==> config.mk <==
export PLATFORM = sky130hd
export DESIGN_NAME = tag_frame_parser_best_rssi_unit_flat
export DESIGN_NICKNAME = d
export VERILOG_FILES = /design/src/design/tfp_pkg.sv /design/src/design/tfp_if.sv /design/src/design/tfp_ctrl.sv /design/src/design/tfp_datapath.sv /design/src/design/tag_frame_parser_best_rssi_unit.sv /design/src/flat_wrapper.sv
export SDC_FILE = /design/constraint.sdc
export NUM_CORES = 1
export LEC_CHECK = 0
export ABC_CLOCK_PERIOD_IN_PS = 5000
export BUFFER_PORTS_ARGS = -buffer_cell sky130_fd_sc_hd__buf_2
export CORE_MARGIN = 4
export CORE_UTILIZATION = 30
export CTS_CLUSTER_DIAMETER = 120
export DETAILED_ROUTE_END_ITERATION = 12
export SETUP_SLACK_MARGIN = 0.5
export SLEW_MARGIN = 20
export SYNTH_ARGS = -nofsm -noshare
export SYNTH_HDL_FRONTEND = slang
export SYNTH_SLANG_ARGS = --single-unit
==> constraint.sdc <==
create_clock -name i_clk -period 5 [get_ports i_clk]
set_input_delay 0.25 -clock i_clk [delete_from_list [all_inputs] [get_ports i_clk]]
set_output_delay 0.25 -clock i_clk [all_outputs]
set_load 0.01 [all_outputs]
==> src/design/tfp_pkg.sv <==
// ----------------------------------------------------------------------------
// tfp_pkg
// Shared constants, command/status types and the CRC-16 byte step for the
// tag frame parser.
// ----------------------------------------------------------------------------
package tfp_pkg;

    // Default block parameters
    localparam int MAX_ID_BYTES_DEF = 32;
    localparam int WINDOW_LIMIT_DEF = 1023;

    // Frame byte positions and size checks (byte position is 9 bits wide)
    localparam int POS_W = 9;
    localparam logic [POS_W-1:0] POS_LEN        = 9'd4;
    localparam logic [POS_W-1:0] POS_STATUS     = 9'd5;
    localparam logic [POS_W-1:0] POS_RSSI_HI    = 9'd6;
    localparam logic [POS_W-1:0] POS_RSSI_LO    = 9'd7;
    localparam logic [POS_W-1:0] POS_ID_LEN     = 9'd10;
    localparam logic [POS_W-1:0] POS_ID         = 9'd11;
    localparam logic [POS_W-1:0] FRAME_OVERHEAD = 9'd7;
    localparam logic [POS_W-1:0] MIN_FRAME      = 9'd12;
    localparam logic [POS_W-1:0] MAX_FRAME      = 9'd255;
    localparam logic [POS_W-1:0] ID_TAIL        = 9'd13;

    localparam logic [7:0]  HEADER_BYTE = 8'hCF;
    localparam logic [15:0] CRC_INIT    = 16'hFFFF;
    localparam logic [15:0] CRC_POLY    = 16'h8408;

    // Output limit register
    localparam int          LIMIT_W     = 6;
    localparam logic [5:0]  LIMIT_RESET = 6'd12;

    // Controller to datapath commands
    typedef struct packed {
        logic take_byte;  // one received byte is transferred in
        logic rd_issue;   // read id byte k of the best tag
        logic load_out;   // load the output register, advance k
        logic clear;      // end of report: parse, best tag and index back to reset values
    } t_dp_cmd;

    // Datapath to controller status
    typedef struct packed {
        logic single;     // report is one result (no tag or zero length)
        logic last_k;     // id byte k is the final one of the report
    } t_dp_status;

    // Reflected CRC-16 over one byte
    function automatic logic [15:0] crc_byte(input logic [15:0] crc_in,
                                             input logic [7:0]  data);
        logic [15:0] c;
        c = crc_in ^ {8'h00, data};
        for (int k = 0; k < 8; k++) begin
            c = c[0] ? ((c >> 1) ^ CRC_POLY) : (c >> 1);
        end
        return c;
    endfunction

endpackage

==> src/design/tfp_if.sv <==
// ----------------------------------------------------------------------------
// tfp_if
// Valid/ready channels of the tag frame parser: input bytes, result items
// and the output limit register write.
// ----------------------------------------------------------------------------
interface tfp_in_if;
    logic       valid;
    logic       ready;
    logic       action;
    logic [7:0] rx_byte;

    modport source (output valid, output action, output rx_byte, input ready);
    modport sink   (input valid, input action, input rx_byte, output ready);
endinterface

interface tfp_out_if;
    logic               valid;
    logic               ready;
    logic               tag_found;
    logic [7:0]         id_byte;
    logic [5:0]         id_length;
    logic signed [15:0] signal_strength;
    logic               last;

    modport source (output valid, output tag_found, output id_byte,
                    output id_length, output signal_strength, output last,
                    input ready);
    modport sink   (input valid, input tag_found, input id_byte,
                    input id_length, input signal_strength, input last,
                    output ready);
endinterface

interface tfp_cfg_if;
    logic       valid;
    logic       ready;
    logic [5:0] id_output_limit;

    modport source (output valid, output id_output_limit, input ready);
    modport sink   (input valid, input id_output_limit, output ready);
endinterface

==> src/design/tfp_ctrl.sv <==
// ----------------------------------------------------------------------------
// tfp_ctrl
// Controller: takes bytes while idle, then sequences the report run
// (id memory read, output register load) and the final clear.
// ----------------------------------------------------------------------------
module tfp_ctrl (
    input  logic                i_clk,
    input  logic                i_rst_n,
    input  logic                i_in_valid,
    input  logic                i_in_action,
    output logic                o_in_ready,
    output logic                o_out_valid,
    input  logic                i_out_ready,
    input  tfp_pkg::t_dp_status i_status,
    output tfp_pkg::t_dp_cmd    o_cmd
);

    typedef enum logic [1:0] {
        S_IDLE,
        S_READ,
        S_SEND
    } t_state;

    t_state r_state, n_state;
    logic   r_out_valid, n_out_valid;
    logic   in_xfer;
    logic   out_free;

    assign o_in_ready  = (r_state == S_IDLE);
    assign o_out_valid = r_out_valid;
    assign in_xfer     = i_in_valid && o_in_ready;
    assign out_free    = !r_out_valid || i_out_ready;

    // Next state and commands
    always_comb begin
        n_state     = r_state;
        n_out_valid = r_out_valid && !i_out_ready;
        o_cmd       = '0;
        unique case (r_state)
            S_IDLE: begin
                if (in_xfer) begin
                    if (!i_in_action) begin
                        o_cmd.take_byte = 1'b1;
                    end else if (i_status.single) begin
                        n_state = S_SEND;
                    end else begin
                        n_state = S_READ;
                    end
                end
            end
            S_READ: begin
                o_cmd.rd_issue = 1'b1;
                n_state        = S_SEND;
            end
            S_SEND: begin
                if (out_free) begin
                    o_cmd.load_out = 1'b1;
                    n_out_valid    = 1'b1;
                    if (i_status.single || i_status.last_k) begin
                        o_cmd.clear = 1'b1;
                        n_state     = S_IDLE;
                    end else begin
                        n_state = S_READ;
                    end
                end
            end
            default: n_state = S_IDLE;
        endcase
    end

    // State and output valid
    always_ff @(posedge i_clk) begin
        if (!i_rst_n) begin
            r_state     <= S_IDLE;
            r_out_valid <= 1'b0;
        end else begin
            r_state     <= n_state;
            r_out_valid <= n_out_valid;
        end
    end

endmodule

==> src/design/tfp_datapath.sv <==
// ----------------------------------------------------------------------------
// tfp_datapath
// Frame parser datapath: byte counter, CRC-16, frame field capture, best tag
// selection, two-bank id memory and the output register.
// ----------------------------------------------------------------------------
module tfp_datapath #(
    parameter int MAX_ID_BYTES = tfp_pkg::MAX_ID_BYTES_DEF,
    parameter int WINDOW_LIMIT = tfp_pkg::WINDOW_LIMIT_DEF
) (
    input  logic                i_clk,
    input  logic                i_rst_n,
    input  tfp_pkg::t_dp_cmd    i_cmd,
    output tfp_pkg::t_dp_status o_status,
    input  logic [7:0]          i_rx_byte,
    input  logic                i_cfg_we,
    input  logic [5:0]          i_cfg_limit,
    output logic                o_tag_found,
    output logic [7:0]          o_id_byte,
    output logic [5:0]          o_id_length,
    output logic signed [15:0]  o_signal_strength,
    output logic                o_last
);

    localparam int POS_W = tfp_pkg::POS_W;
    localparam int IDX_W = $clog2(MAX_ID_BYTES);
    localparam int LEN_W = $clog2(MAX_ID_BYTES + 1);
    localparam int CMP_W = (LEN_W > tfp_pkg::LIMIT_W) ? LEN_W : tfp_pkg::LIMIT_W;
    localparam int WC_W  = $clog2(WINDOW_LIMIT + 1);

    // Parse state
    logic             r_in_frame, n_in_frame;
    logic [POS_W-1:0] r_pos, n_pos;
    logic [POS_W-1:0] r_total, n_total;
    logic [15:0]      r_crc, n_crc;
    logic [15:0]      r_rcv, n_rcv;
    logic [7:0]       r_status, n_status;
    logic [15:0]      r_strength, n_strength;
    logic [7:0]       r_id_len, n_id_len;
    logic [WC_W-1:0]  r_win, n_win;

    // Best tag
    logic             r_best_valid, n_best_valid;
    logic [15:0]      r_best_strength, n_best_strength;
    logic [LEN_W-1:0] r_best_len, n_best_len;
    logic             r_best_bank, n_best_bank;

    // Report
    logic [IDX_W-1:0] r_k;
    logic [5:0]       r_limit;
    logic [7:0]       r_rd_data;

    // Id memory: one bank for the best tag, the other for the frame in work
    logic [7:0]       mem [2][MAX_ID_BYTES];
    logic             mem_we;
    logic [IDX_W-1:0] mem_waddr;

    logic [POS_W-1:0] p;
    logic [POS_W-1:0] id_off;
    logic             frame_ok;
    logic [CMP_W-1:0] lim_ext, len_ext, n_rep;

    assign p      = r_pos;
    assign id_off = r_pos - tfp_pkg::POS_ID;

    // Byte step
    always_comb begin
        n_in_frame      = r_in_frame;
        n_pos           = r_pos;
        n_total         = r_total;
        n_crc           = r_crc;
        n_rcv           = r_rcv;
        n_status        = r_status;
        n_strength      = r_strength;
        n_id_len        = r_id_len;
        n_win           = r_win;
        n_best_valid    = r_best_valid;
        n_best_strength = r_best_strength;
        n_best_len      = r_best_len;
        n_best_bank     = r_best_bank;
        mem_we          = 1'b0;
        mem_waddr       = id_off[IDX_W-1:0];
        frame_ok        = 1'b0;
        if (i_cmd.take_byte && (r_win < WC_W'(WINDOW_LIMIT))) begin
            n_win = r_win + WC_W'(1);
            if (!r_in_frame) begin
                // Header hunt
                if (i_rx_byte == tfp_pkg::HEADER_BYTE) begin
                    n_in_frame = 1'b1;
                    n_pos      = POS_W'(1);
                    n_total    = '0;
                    n_crc      = tfp_pkg::crc_byte(tfp_pkg::CRC_INIT, i_rx_byte);
                    n_rcv      = {8'h00, i_rx_byte};
                    n_status   = '0;
                    n_strength = '0;
                    n_id_len   = '0;
                end
            end else begin
                // Field capture by position
                if (p == tfp_pkg::POS_LEN) begin
                    n_total = tfp_pkg::FRAME_OVERHEAD + POS_W'(i_rx_byte);
                end else if (p == tfp_pkg::POS_STATUS) begin
                    n_status = i_rx_byte;
                end else if (p == tfp_pkg::POS_RSSI_HI) begin
                    n_strength = {i_rx_byte, r_strength[7:0]};
                end else if (p == tfp_pkg::POS_RSSI_LO) begin
                    n_strength = {r_strength[15:8], i_rx_byte};
                end else if (p == tfp_pkg::POS_ID_LEN) begin
                    n_id_len = i_rx_byte;
                end else if ((p >= tfp_pkg::POS_ID) &&
                             (id_off < POS_W'(MAX_ID_BYTES))) begin
                    mem_we = 1'b1;
                end
                // CRC covers all but the two check bytes
                if ((p <= tfp_pkg::POS_LEN) || ((p + POS_W'(2)) < r_total)) begin
                    n_crc = tfp_pkg::crc_byte(r_crc, i_rx_byte);
                end
                n_rcv = {r_rcv[7:0], i_rx_byte};
                n_pos = p + POS_W'(1);
                // Frame end: check and keep the strongest
                if ((p >= tfp_pkg::POS_LEN) && (n_pos >= n_total)) begin
                    n_in_frame = 1'b0;
                    frame_ok = (n_total >= tfp_pkg::MIN_FRAME) &&
                               (n_total <= tfp_pkg::MAX_FRAME) &&
                               (n_status == 8'h00) && (n_crc == n_rcv) &&
                               (n_id_len != 8'h00) &&
                               (n_id_len <= 8'(MAX_ID_BYTES)) &&
                               ((POS_W'(n_id_len) + tfp_pkg::ID_TAIL) <= n_total);
                    if (frame_ok && (!r_best_valid ||
                        ($signed(n_strength) > $signed(r_best_strength)))) begin
                        n_best_valid    = 1'b1;
                        n_best_strength = n_strength;
                        n_best_len      = n_id_len[LEN_W-1:0];
                        n_best_bank     = !r_best_bank;
                    end
                end
            end
        end
    end

    // Report length and status
    assign lim_ext = CMP_W'(r_limit);
    assign len_ext = CMP_W'(r_best_len);
    assign n_rep   = (len_ext < lim_ext) ? len_ext : lim_ext;

    assign o_status.single = !r_best_valid || (n_rep == '0);
    assign o_status.last_k = ((CMP_W'(r_k) + CMP_W'(1)) == n_rep);

    // Parse and best tag registers
    always_ff @(posedge i_clk) begin
        if (!i_rst_n || i_cmd.clear) begin
            r_in_frame      <= 1'b0;
            r_pos           <= '0;
            r_total         <= '0;
            r_crc           <= tfp_pkg::CRC_INIT;
            r_rcv           <= '0;
            r_status        <= '0;
            r_strength      <= '0;
            r_id_len        <= '0;
            r_win           <= '0;
            r_best_valid    <= 1'b0;
            r_best_strength <= '0;
            r_best_len      <= '0;
            r_best_bank     <= 1'b0;
        end else begin
            r_in_frame      <= n_in_frame;
            r_pos           <= n_pos;
            r_total         <= n_total;
            r_crc           <= n_crc;
            r_rcv           <= n_rcv;
            r_status        <= n_status;
            r_strength      <= n_strength;
            r_id_len        <= n_id_len;
            r_win           <= n_win;
            r_best_valid    <= n_best_valid;
            r_best_strength <= n_best_strength;
            r_best_len      <= n_best_len;
            r_best_bank     <= n_best_bank;
        end
    end

    // Report index
    always_ff @(posedge i_clk) begin
        if (!i_rst_n || i_cmd.clear) begin
            r_k <= '0;
        end else if (i_cmd.load_out) begin
            r_k <= r_k + IDX_W'(1);
        end
    end

    // Output limit register
    always_ff @(posedge i_clk) begin
        if (!i_rst_n) begin
            r_limit <= tfp_pkg::LIMIT_RESET;
        end else if (i_cfg_we) begin
            r_limit <= i_cfg_limit;
        end
    end

    // Id memory: frame bytes go to the bank not holding the best tag
    always_ff @(posedge i_clk) begin
        if (mem_we) begin
            mem[!r_best_bank][mem_waddr] <= i_rx_byte;
        end
        if (i_cmd.rd_issue) begin
            r_rd_data <= mem[r_best_bank][r_k];
        end
    end

    // Output register
    always_ff @(posedge i_clk) begin
        if (i_cmd.load_out) begin
            o_tag_found       <= r_best_valid;
            o_signal_strength <= r_best_strength;
            if (o_status.single) begin
                o_id_byte   <= '0;
                o_id_length <= '0;
                o_last      <= 1'b1;
            end else begin
                o_id_byte   <= r_rd_data;
                o_id_length <= n_rep[5:0];
                o_last      <= o_status.last_k;
            end
        end
    end

endmodule

==> src/design/tag_frame_parser_best_rssi_unit.sv <==
// ----------------------------------------------------------------------------
// tag_frame_parser_best_rssi_unit
// Inventory reply parser that keeps the tag with the highest RSSI and reports
// its id at the end of the window.
// ----------------------------------------------------------------------------
// Usage:
//  i_in   : one transfer per reply byte (action 0) or an end-of-window marker
//           (action 1). Bytes stream at one per cycle through the byte-wide
//           CRC and frame counter while the controller is idle.
//  o_out  : end of window gives one result per reported id byte, or a single
//           result when no tag was found or the output limit is zero; last
//           marks the final one. Each id byte result is an id memory read,
//           then an output register load, and a receiver stall holds it.
//           i_in is held off during the report; the last result may sit in
//           the output register while the next window's bytes are taken.
//  i_cfg  : writes the output limit (reset 12); always ready.
//  A receiver stall holds the report at the output register. Reset, and the
//  end of every report, return the parser to header hunt with no best tag;
//  the output limit is kept across reports.
// ----------------------------------------------------------------------------
module tag_frame_parser_best_rssi_unit #(
    parameter int MAX_ID_BYTES = tfp_pkg::MAX_ID_BYTES_DEF,
    parameter int WINDOW_LIMIT = tfp_pkg::WINDOW_LIMIT_DEF
) (
    input  logic      i_clk,
    input  logic      i_rst_n,
    tfp_in_if.sink    i_in,
    tfp_out_if.source o_out,
    tfp_cfg_if.sink   i_cfg
);

    tfp_pkg::t_dp_cmd    w_cmd;
    tfp_pkg::t_dp_status w_status;

    assign i_cfg.ready = 1'b1;

    tfp_ctrl u_ctrl (
        .i_clk       (i_clk),
        .i_rst_n     (i_rst_n),
        .i_in_valid  (i_in.valid),
        .i_in_action (i_in.action),
        .o_in_ready  (i_in.ready),
        .o_out_valid (o_out.valid),
        .i_out_ready (o_out.ready),
        .i_status    (w_status),
        .o_cmd       (w_cmd)
    );

    tfp_datapath #(
        .MAX_ID_BYTES (MAX_ID_BYTES),
        .WINDOW_LIMIT (WINDOW_LIMIT)
    ) u_datapath (
        .i_clk             (i_clk),
        .i_rst_n           (i_rst_n),
        .i_cmd             (w_cmd),
        .o_status          (w_status),
        .i_rx_byte         (i_in.rx_byte),
        .i_cfg_we          (i_cfg.valid && i_cfg.ready),
        .i_cfg_limit       (i_cfg.id_output_limit),
        .o_tag_found       (o_out.tag_found),
        .o_id_byte         (o_out.id_byte),
        .o_id_length       (o_out.id_length),
        .o_signal_strength (o_out.signal_strength),
        .o_last            (o_out.last)
    );

    // A result load never overwrites one still waiting at the output
    a_no_overwrite: assert property (@(posedge i_clk) disable iff (!i_rst_n)
        w_cmd.load_out |-> !(o_out.valid && !o_out.ready))
        else $error("output register overwritten while stalled");

    // State is cleared only together with the final result load
    a_clear_with_load: assert property (@(posedge i_clk) disable iff (!i_rst_n)
        w_cmd.clear |-> w_cmd.load_out)
        else $error("clear without final result");

    // End-of-window transfer starts a report and blocks further input
    a_report_blocks: assert property (@(posedge i_clk) disable iff (!i_rst_n)
        (i_in.valid && i_in.ready && i_in.action) |=> !i_in.ready)
        else $error("input taken during report");

    // No memory read while bytes are being taken
    a_read_in_report: assert property (@(posedge i_clk) disable iff (!i_rst_n)
        w_cmd.rd_issue |-> !i_in.ready)
        else $error("id read outside report");

endmodule
==> src/flat_wrapper.sv <==
// flat-port wrapper written by rule: the top's interface ports become plain ports
module tag_frame_parser_best_rssi_unit_flat 
#(
    parameter int MAX_ID_BYTES = tfp_pkg::MAX_ID_BYTES_DEF,
    parameter int WINDOW_LIMIT = tfp_pkg::WINDOW_LIMIT_DEF
)
  (i_clk, i_rst_n, i_in_valid, i_in_action, i_in_rx_byte, i_in_ready, o_out_valid, o_out_tag_found, o_out_id_byte, o_out_id_length, o_out_signal_strength, o_out_last, o_out_ready, i_cfg_valid, i_cfg_id_output_limit, i_cfg_ready);
  tfp_in_if i_in_i ();
  tfp_out_if o_out_i ();
  tfp_cfg_if i_cfg_i ();
  input  logic i_clk;
  input  logic i_rst_n;
  input wire logic [$bits(i_in_i.valid)-1:0] i_in_valid;
  input wire logic [$bits(i_in_i.action)-1:0] i_in_action;
  input wire logic [$bits(i_in_i.rx_byte)-1:0] i_in_rx_byte;
  output wire logic [$bits(i_in_i.ready)-1:0] i_in_ready;
  output wire logic [$bits(o_out_i.valid)-1:0] o_out_valid;
  output wire logic [$bits(o_out_i.tag_found)-1:0] o_out_tag_found;
  output wire logic [$bits(o_out_i.id_byte)-1:0] o_out_id_byte;
  output wire logic [$bits(o_out_i.id_length)-1:0] o_out_id_length;
  output wire logic [$bits(o_out_i.signal_strength)-1:0] o_out_signal_strength;
  output wire logic [$bits(o_out_i.last)-1:0] o_out_last;
  input wire logic [$bits(o_out_i.ready)-1:0] o_out_ready;
  input wire logic [$bits(i_cfg_i.valid)-1:0] i_cfg_valid;
  input wire logic [$bits(i_cfg_i.id_output_limit)-1:0] i_cfg_id_output_limit;
  output wire logic [$bits(i_cfg_i.ready)-1:0] i_cfg_ready;
  assign i_in_i.valid = i_in_valid;
  assign i_in_i.action = i_in_action;
  assign i_in_i.rx_byte = i_in_rx_byte;
  assign i_in_ready = i_in_i.ready;
  assign o_out_valid = o_out_i.valid;
  assign o_out_tag_found = o_out_i.tag_found;
  assign o_out_id_byte = o_out_i.id_byte;
  assign o_out_id_length = o_out_i.id_length;
  assign o_out_signal_strength = o_out_i.signal_strength;
  assign o_out_last = o_out_i.last;
  assign o_out_i.ready = o_out_ready;
  assign i_cfg_i.valid = i_cfg_valid;
  assign i_cfg_i.id_output_limit = i_cfg_id_output_limit;
  assign i_cfg_ready = i_cfg_i.ready;
  tag_frame_parser_best_rssi_unit #(.MAX_ID_BYTES(MAX_ID_BYTES), .WINDOW_LIMIT(WINDOW_LIMIT)) u_core (.i_clk(i_clk), .i_rst_n(i_rst_n), .i_in(i_in_i), .o_out(o_out_i), .i_cfg(i_cfg_i));
endmodule
==> run metrics, run 1 <==
Avg Cell Area, Syn=15.4 um^2; die width=321 um; VDD IR-drop max=0.237 mV; CP max stage delay=0.62 ns; GPL Wtd Cong=0.876; Worst Max-Slew Pin Slew=1.16 ns; Die Ht=321 um; Async SR Flop Fraction=0; CTS root buf=clkbuf_16; fin crit share=0.918; crit path capture type=flip-flop; Slowest cell on crit path=or4_4; vias=17600; initial antenna violation count=1; FF-to-FF path depth=17; fin util=0.356; GRT Total Usage=0.149; CTS clk-pin slew, worst paths=0.06 ns; crit path kind=reg -> reg; grt ovf=0; Cells after Synth=1900; Reg2Reg Capture Point=u_core.u_datapath.r_best_strength[12]; first-iteration detailed-routing DRC count=1694; Achievable Freq=0.218 GHz; number of global-route vias before repair=17800; synth top area cells=edfxtp_1 (56%), mux4_2 (13%), dfxtp_1 (8.5%); CTS sink count=676; Top Ports=55; TritonCTS buffer count=68; DR DRC count=0; Startpoint Class=flip-flop; Hold EP=u_core.u_datapath.mem[0][56]; Seq cells post-synth=676; HPWL Detailed=50600 um; ant diodes=0; Core Region=96900 um^2; Synth top area share=0.565; DP Worst Slack=0.356 ns; syn nets=1979; count leader, synth=edfxtp_1; status=finished, final reports clean; drt pass-1 iters=5; synth unique cells=70; final count of negative-setup-slack endpoints=0; Critical Path RT=5.52 ns; largest area contributor in the netlist=edfxtp_1; max-slew violations=0; worst path cell trace=or4_4 -> buf_4 -> nor2_2 -> nand2_2 -> or4_4 -> nand2_1 -> o21ai_2 -> ha_1 -> a21o_1 -> a21o_1 -> a221o_1 -> a211oi_2 -> mux2i_1 -> o21ai_2 -> buf_4 -> a41oi_2 -> a211oi_2; Pwr Density=341 nW/um^2; most instantiated cells after synthesis=edfxtp_1 (552), nor2_1 (186), mux4_2 (168), dfxtp_1 (124), nand2_1 (100); minimum clock period=4.59 ns; layout cells sized above 1=0.244; global-route wire length before repair=116000 um; crit-path max FO=22; Post-Route WL=77500 um; CTS tree=done; RSZ-0062 raised after global routing=yes; Hold WS=0.0532 ns; hold depth=1; Final Skew=0.0245 ns; drt via density=5.22; H-tree levels=3; area grow syn2layout=17.5%; post-route ant nets=0; insertion delay to the later sink of the worst-skew pair=0.63 ns; DIE AREA=103000 um^2; Crit path arrival time=5.11 ns; Fill cells=9061; leakage=11.0 nW; clock buffer depth=3; setup tns final=0 ns; Fin. Hold Viols=0; hold path startpoint=i_in_rx_byte[0]; worst min path class=in -> reg; DP Cell Count=3214; max cap viols=0; Starting Density=0.303; Post-synth EDFFs=552; Setup WS post-layout=0.412 ns; register area share after synthesis=0.649; Routed wire per std cell=23.0 um; fin cells=3372; Crit Reg-Reg Startpoint=u_core.u_datapath.p[5]; YS warnings=0; ys flop type=edfxtp_1; Slew HR=0.223; R2R setup slack=0.41 ns; port bufs=53; final net count=2120; Rows=114; Mapped Area=29400 um^2; largest net degree at the start of global routing=101
[stage by stage]
step                      cell area [um^2]  power, W
after global placement               31700   0.00671
after floorplan                      29400   0.00647
after detailed placement             31700   0.00672
after global routing                 34500    0.0121
after CTS                            34400    0.0119
final                                34500    0.0118
[cells by family (layout without fill, tap and decap cells)]
family / Yosys count / in the layout / share of synthesized area
flip-flops: 676 / 676 / 0.649
AND/OR/NAND/NOR: 428 / 429 / 0.0676
AO/OA/AOI/OAI: 249 / 249 / 0.0588
multiplexers: 216 / 216 / 0.146
buffers and inverters: 180 / 375 / 0.0250
XOR/XNOR: 91 / 91 / 0.0281
adder cells (fa/ha/maj): 59 / 59 / 0.0252
other: 1 / 1 / 0.000128
[critical path: cells and delay by family (launching register included)]
| family | cells | cell delay (ns) |
|---|---|---|
| AOI/OAI and AO/OA | 8 | 1.68 |
| and+or+nand+nor | 5 | 1.55 |
| buffers and inverters | 2 | 0.51 |
| DFF | 1 | 0.32 |
| adders and majority gates | 1 | 0.31 |
| muxes | 1 | 0.12 |
[flip-flops by register name (all words and copies together) (netlist names), 9 cells and up, named ones only]
name / count
u_core.u_datapath.mem: 512
u_core.u_datapath.o_signal_strength: 16
u_core.u_datapath.r_best_strength: 16
u_core.u_datapath.r_crc: 16
u_core.u_datapath.r_strength: 16
u_core.u_datapath.r_win: 10
u_core.u_datapath.p: 9
u_core.u_datapath.r_total: 9
[layer usage]
| metal | vias up | part of all wire | global-route usage | wire [um] |
|---|---|---|---|---|
| li1 | 7673 | - | - | - |
| met1 | 9169 | 0.44 | 0.208 | 34200 |
| met2 | 615 | 0.47 | 0.240 | 36700 |
| met3 | 143 | 0.057 | 0.0227 | 4450 |
| met4 | 2 | 0.028 | 0.0460 | 2210 |
| met5 | - | 0.00022 | 0 | 17 |
[placed cells by master (no fill, tap or decap), drive strengths merged, types with 12 or more instances in the layout]
cell type and count:
a211oi 28, a21oi 42, a22oi 47, a41oi 22, and2 16, buf 170, clkbuf 84, clkinv 31
dfxtp 124, dlygate4sd3 15, edfxtp 552, ha 59, inv 64, mux2 12, mux2i 36, mux4 168
nand2 100, nand2b 15, nand3 23, nand4 14, nor2 186, nor2b 14, nor3 18, o21ai 43
xnor2 53, xor2 36
[worst max-delay path by stage]
stage	from	endpoint	slack (ns)	cells past startpoint
after global routing	u_core.u_datapath.p[5]	u_core.u_datapath.r_best_strength[12]	0.22	22
after detailed placement	u_core.u_datapath.p[1]	u_core.u_datapath.r_best_strength[6]	0.36	21
after CTS	u_core.u_datapath.p[5]	u_core.u_datapath.len_ext[1]	0.45	21
final	u_core.u_datapath.p[5]	u_core.u_datapath.r_best_strength[12]	0.41	17
after floorplan	u_core.u_datapath.p[5]	u_core.u_datapath.r_best_strength[8]	0.54	22
after global placement	u_core.u_datapath.p[8]	u_core.u_datapath.r_best_strength[12]	0.45	19
[repair_timing]
action                                  in CTS  in global routing
pin swaps                                   39                 12
endpoints found under the hold margin        9                  0
hold buffers                                15                  0
buffers inserted                            12                  0
resized for setup                           46                 10
endpoints found under the setup margin      25                 25
gates cloned                                 5                  1
[cell type report]
| class | instances | area (um^2) | share of cell area |
|---|---|---|---|
| timing repair buffer | 186 | 1500 | 0.0435 |
| tap | 1276 | 1600 | 0.0463 |
| clock buffer | 83 | 1830 | 0.0531 |
| multi-input combinational | 1045 | 9810 | 0.284 |
| sequential | 676 | 19100 | 0.553 |
| clock inverter | 42 | 434 | 0.0126 |
| inverter | 64 | 243 | 0.00704 |
[power breakdown]
| group | leakage (nW) | switching, W | total (W) | internal (W) |
|---|---|---|---|---|
| combinational | 3.93 | 0.000317 | 0.000485 | 0.000168 |
| sequential | 5.95 | 0.0000252 | 0.00612 | 0.00609 |
| clock | 1.09 | 0.00223 | 0.00515 | 0.00291 |
| total | 11.0 | 0.00258 | 0.0118 | 0.00918 |
Power figures use the tool's default switching activity.
==> inputs of run 2 (changes only) <==
CTS_BUF_LIST = sky130_fd_sc_hd__clkbuf_8   (was default)
==> run 2 against run 1 <==
- cell area down 0.50%
- via count rose by 1.5%
- global-route usage up 0.12 points
- critical path depth grew 4
- clock power fell by 14%
- non-clock buffer count up 9
- critical endpoint is now u_core.u_datapath.r_best_strength[7]
- die area stayed put
- maximum frequency shrank 1.5%
- sequential cell count unchanged
- worst hold slack got worse by 0.043 ns
==> run metrics, run 2 (same netlist as run 1, synthesis figures left out) <==
die width=321 um (unchanged); Metal-1 WL=34400 um (was 34200 um); Die Ht=321 um (unchanged); crit path capture type=flip-flop (unchanged); Setup WS post-layout=0.344 ns (was 0.412 ns); CTS clk-pin slew, worst paths=0.07 ns (was 0.06 ns); DR DRC count=0 (unchanged); highest routed layer=met4 (was met5); fin crit share=0.931 (was 0.918); TritonCTS buffer count=102 (was 68); most frequent cells in the layout=edfxtp_1 (552), nor2_1 (183), mux4_2 (168) (unchanged); HPWL Detailed=50600 um (unchanged); CTS tree=done (unchanged); Starting Density=0.303 (unchanged); Crit path arrival time=5.29 ns (was 5.11 ns); Rows=114 (unchanged); number of global-route vias before repair=18000 (was 17800); CP max stage delay=0.56 ns (was 0.62 ns); GRT Total Usage=0.150 (was 0.149); Fill cells=9105 (was 9061); port bufs=53 (unchanged); Routed wire per std cell=22.8 um (was 23.0 um); ant diodes=0 (unchanged); layout cells sized above 1=0.253 (was 0.244); capture point of the critical path=u_core.u_datapath.r_best_strength[7] (was u_core.u_datapath.r_best_strength[12]); Slowest cell on crit path=or4_4 (unchanged); status=finished, final reports clean (unchanged); VDD IR-drop max=0.261 mV (was 0.237 mV); DP Worst Slack=0.356 ns (unchanged); R2R setup slack=0.34 ns (was 0.41 ns); global-route wire length before repair=117000 um (was 116000 um); Multi-input gate area=9880 um^2 (was 9810 um^2); RSZ-0062 raised after global routing=yes (unchanged); DIE AREA=103000 um^2 (unchanged); CTS root buf=clkbuf_8 (was clkbuf_16); insertion delay to the later sink of the worst-skew pair=0.75 ns (was 0.63 ns); max-slew violations=0 (unchanged); Post-Route WL=78700 um (was 77500 um); clock buffer depth=3 (unchanged); H-tree levels=3 (unchanged); Achievable Freq=0.215 GHz (was 0.218 GHz); Final Skew=0.0339 ns (was 0.0245 ns); family with the most delay on the worst path=simple AND/OR/NAND/NOR gates (was compound AO/OA/AOI/OAI gates); CP Launch Point=u_core.u_datapath.p[6] (was u_core.u_datapath.p[5]); area grow syn2layout=16.9% (was 17.5%); first-iteration detailed-routing DRC count=1699 (was 1694); fin util=0.354 (was 0.356); max cap viols=0 (unchanged); WP depth=21 (was 17); Top Ports=55 (unchanged); setup tns final=0 ns (unchanged); largest net degree at the start of global routing=101 (unchanged); Buf+Inv Stages, Crit Path=4 (was 2); crit path kind=reg -> reg (unchanged); Sequential Area=19100 um^2 (about the same); GPL Wtd Cong=0.876 (unchanged); CTS sink count=676 (unchanged); Crit Reg-Reg Startpoint=u_core.u_datapath.p[6] (was u_core.u_datapath.p[5]); final net count=2163 (was 2120); leakage=11.0 nW (about the same); grt ovf=0 (unchanged); Slew HR=0.286 (was 0.223); most common cell after layout, fill and taps aside=edfxtp_1 (unchanged); minimum clock period=4.66 ns (was 4.59 ns); Pwr Density=322 nW/um^2 (was 341 nW/um^2); wire length on met3=5070 um (was 4450 um); vias=17900 (was 17600); post-route ant nets=0 (unchanged); Startpoint Class=flip-flop (unchanged); routed length on met2=37300 um (was 36700 um); Critical Path RT=5.63 ns (was 5.52 ns); number of flip-flops in the largest register=512 (unchanged); drt via density=5.18 (was 5.22); final count of negative-setup-slack endpoints=0 (unchanged); worst path cell trace=or4_4 -> nor4_4 -> buf_4 -> mux2i_2 -> buf_4 -> nor2_4 -> or2_4 -> nand2_2 -> xor2_1 -> o22ai_1 -> ha_1 -> nand4_1 -> nor3_2 -> or2_4 -> nand4_1 -> a2111o_1 -> nor4b_4 -> buf_6 -> buf_16 -> a41oi_1 -> a211oi_1 (was or4_4 -> buf_4 -> nor2_2 -> nand2_2 -> or4_4 -> nand2_1 -> o21ai_2 -> ha_1 -> a21o_1 -> a21o_1 -> a221o_1 -> a211oi_2 -> mux2i_1 -> o21ai_2 -> buf_4 -> a41oi_2 -> a211oi_2); FF-to-FF path depth=21 (was 17); Worst Max-Slew Pin Slew=1.07 ns (was 1.16 ns); Fin. Hold Viols=0 (unchanged); worst min path class=in -> reg (unchanged); drt pass-1 iters=6 (was 5); crit-path max FO=6 (was 22); Reg2Reg Capture Point=u_core.u_datapath.r_best_strength[7] (was u_core.u_datapath.r_best_strength[12]); initial antenna violation count=1 (unchanged); largest reg by FF count=u_core.u_datapath.mem (unchanged); Core Region=96900 um^2 (unchanged)
-- run 2: area by class of cell --
| type | instances | share of cell area |
|---|---|---|
| clock buffers | 105 | 0.0421 |
| clock inverters | 85 | 0.0151 |
| inverters | 64 | 0.00707 |
| multi-input cells | 1045 | 0.288 |
| flip-flops and latches | 676 | 0.556 |
| well taps | 1276 | 0.0465 |
| repair buffers | 195 | 0.0455 |
-- run 2: how the worst min path moves through the flow --
stage | slack [ns] | end | startpoint | cells past startpoint
after detailed placement | 0.47 | u_core.u_datapath.r_rcv[0] | u_core.u_datapath.r_rcv[0] | 2
after floorplan | 0.35 | u_core.u_datapath.lim_ext[2] | i_rst_n | 1
after CTS | 0.01 | u_core.u_ctrl.o_out_valid | o_out_ready | 3
after global placement | 0.46 | u_core.u_datapath.r_rcv[0] | u_core.u_datapath.r_rcv[0] | 2
final | 0.01 | u_core.u_ctrl.o_out_valid | o_out_ready | 3
after global routing | 0.04 | u_core.u_datapath.mem[1][244] | i_in_rx_byte[4] | 1
-- run 2: report_power, final --
group          switching [W]  leakage (nW)  internal [W]
combinational       0.000322          3.96      0.000174
clock                0.00223          1.14       0.00219
sequential         0.0000250          5.95       0.00610
total                0.00258          11.0       0.00846
-- run 2: what timing repair did --
action	in CTS	in global routing
pin swaps	46	22
setup buffers	11	2
hold buffers	24	0
resized for setup	48	21
hold endpoints to repair	34	0
endpoints found under the setup margin	25	25
gates cloned	4	1
-- run 2: through the flow --
step	instance area (um^2)	std cells	total power, W	hold slack [ns]
6_report	34300	3446	0.0110	0.0107
5_1_grt	34300	3446	0.0114	0.0393
4_1_cts	34200	3443	0.0112	0.0147
3_5_place_dp	31700	3214	0.00672	0.468
3_3_place_gp	31700	3214	0.00671	0.455
2_1_floorplan	29400	1900	0.00647	0.349
-- run 2: routing by layer --
| metal | vias up | global-route usage |
|---|---|---|
| li1 | 7765 | - |
| met2 | 725 | 0.243 |
| met5 | - | 0 |
| met1 | 9235 | 0.210 |
| met4 | 0 | 0.0438 |
| met3 | 138 | 0.0238 |
-- run 2: worst register-to-register path, cell delays in order, from the launching register on --
cell and delay, ns:
dfxtp_2 0.32, or4_4 0.56, nor4_4 0.15, buf_4 0.19, mux2i_2 0.26, buf_4 0.17, nor2_4 0.04, or2_4 0.28
nand2_2 0.08, xor2_1 0.14, o22ai_1 0.10, ha_1 0.31, nand4_1 0.14, nor3_2 0.19, or2_4 0.15, nand4_1 0.13
a2111o_1 0.37, nor4b_4 0.31, buf_6 0.18, buf_16 0.13, a41oi_1 0.13, a211oi_1 0.21
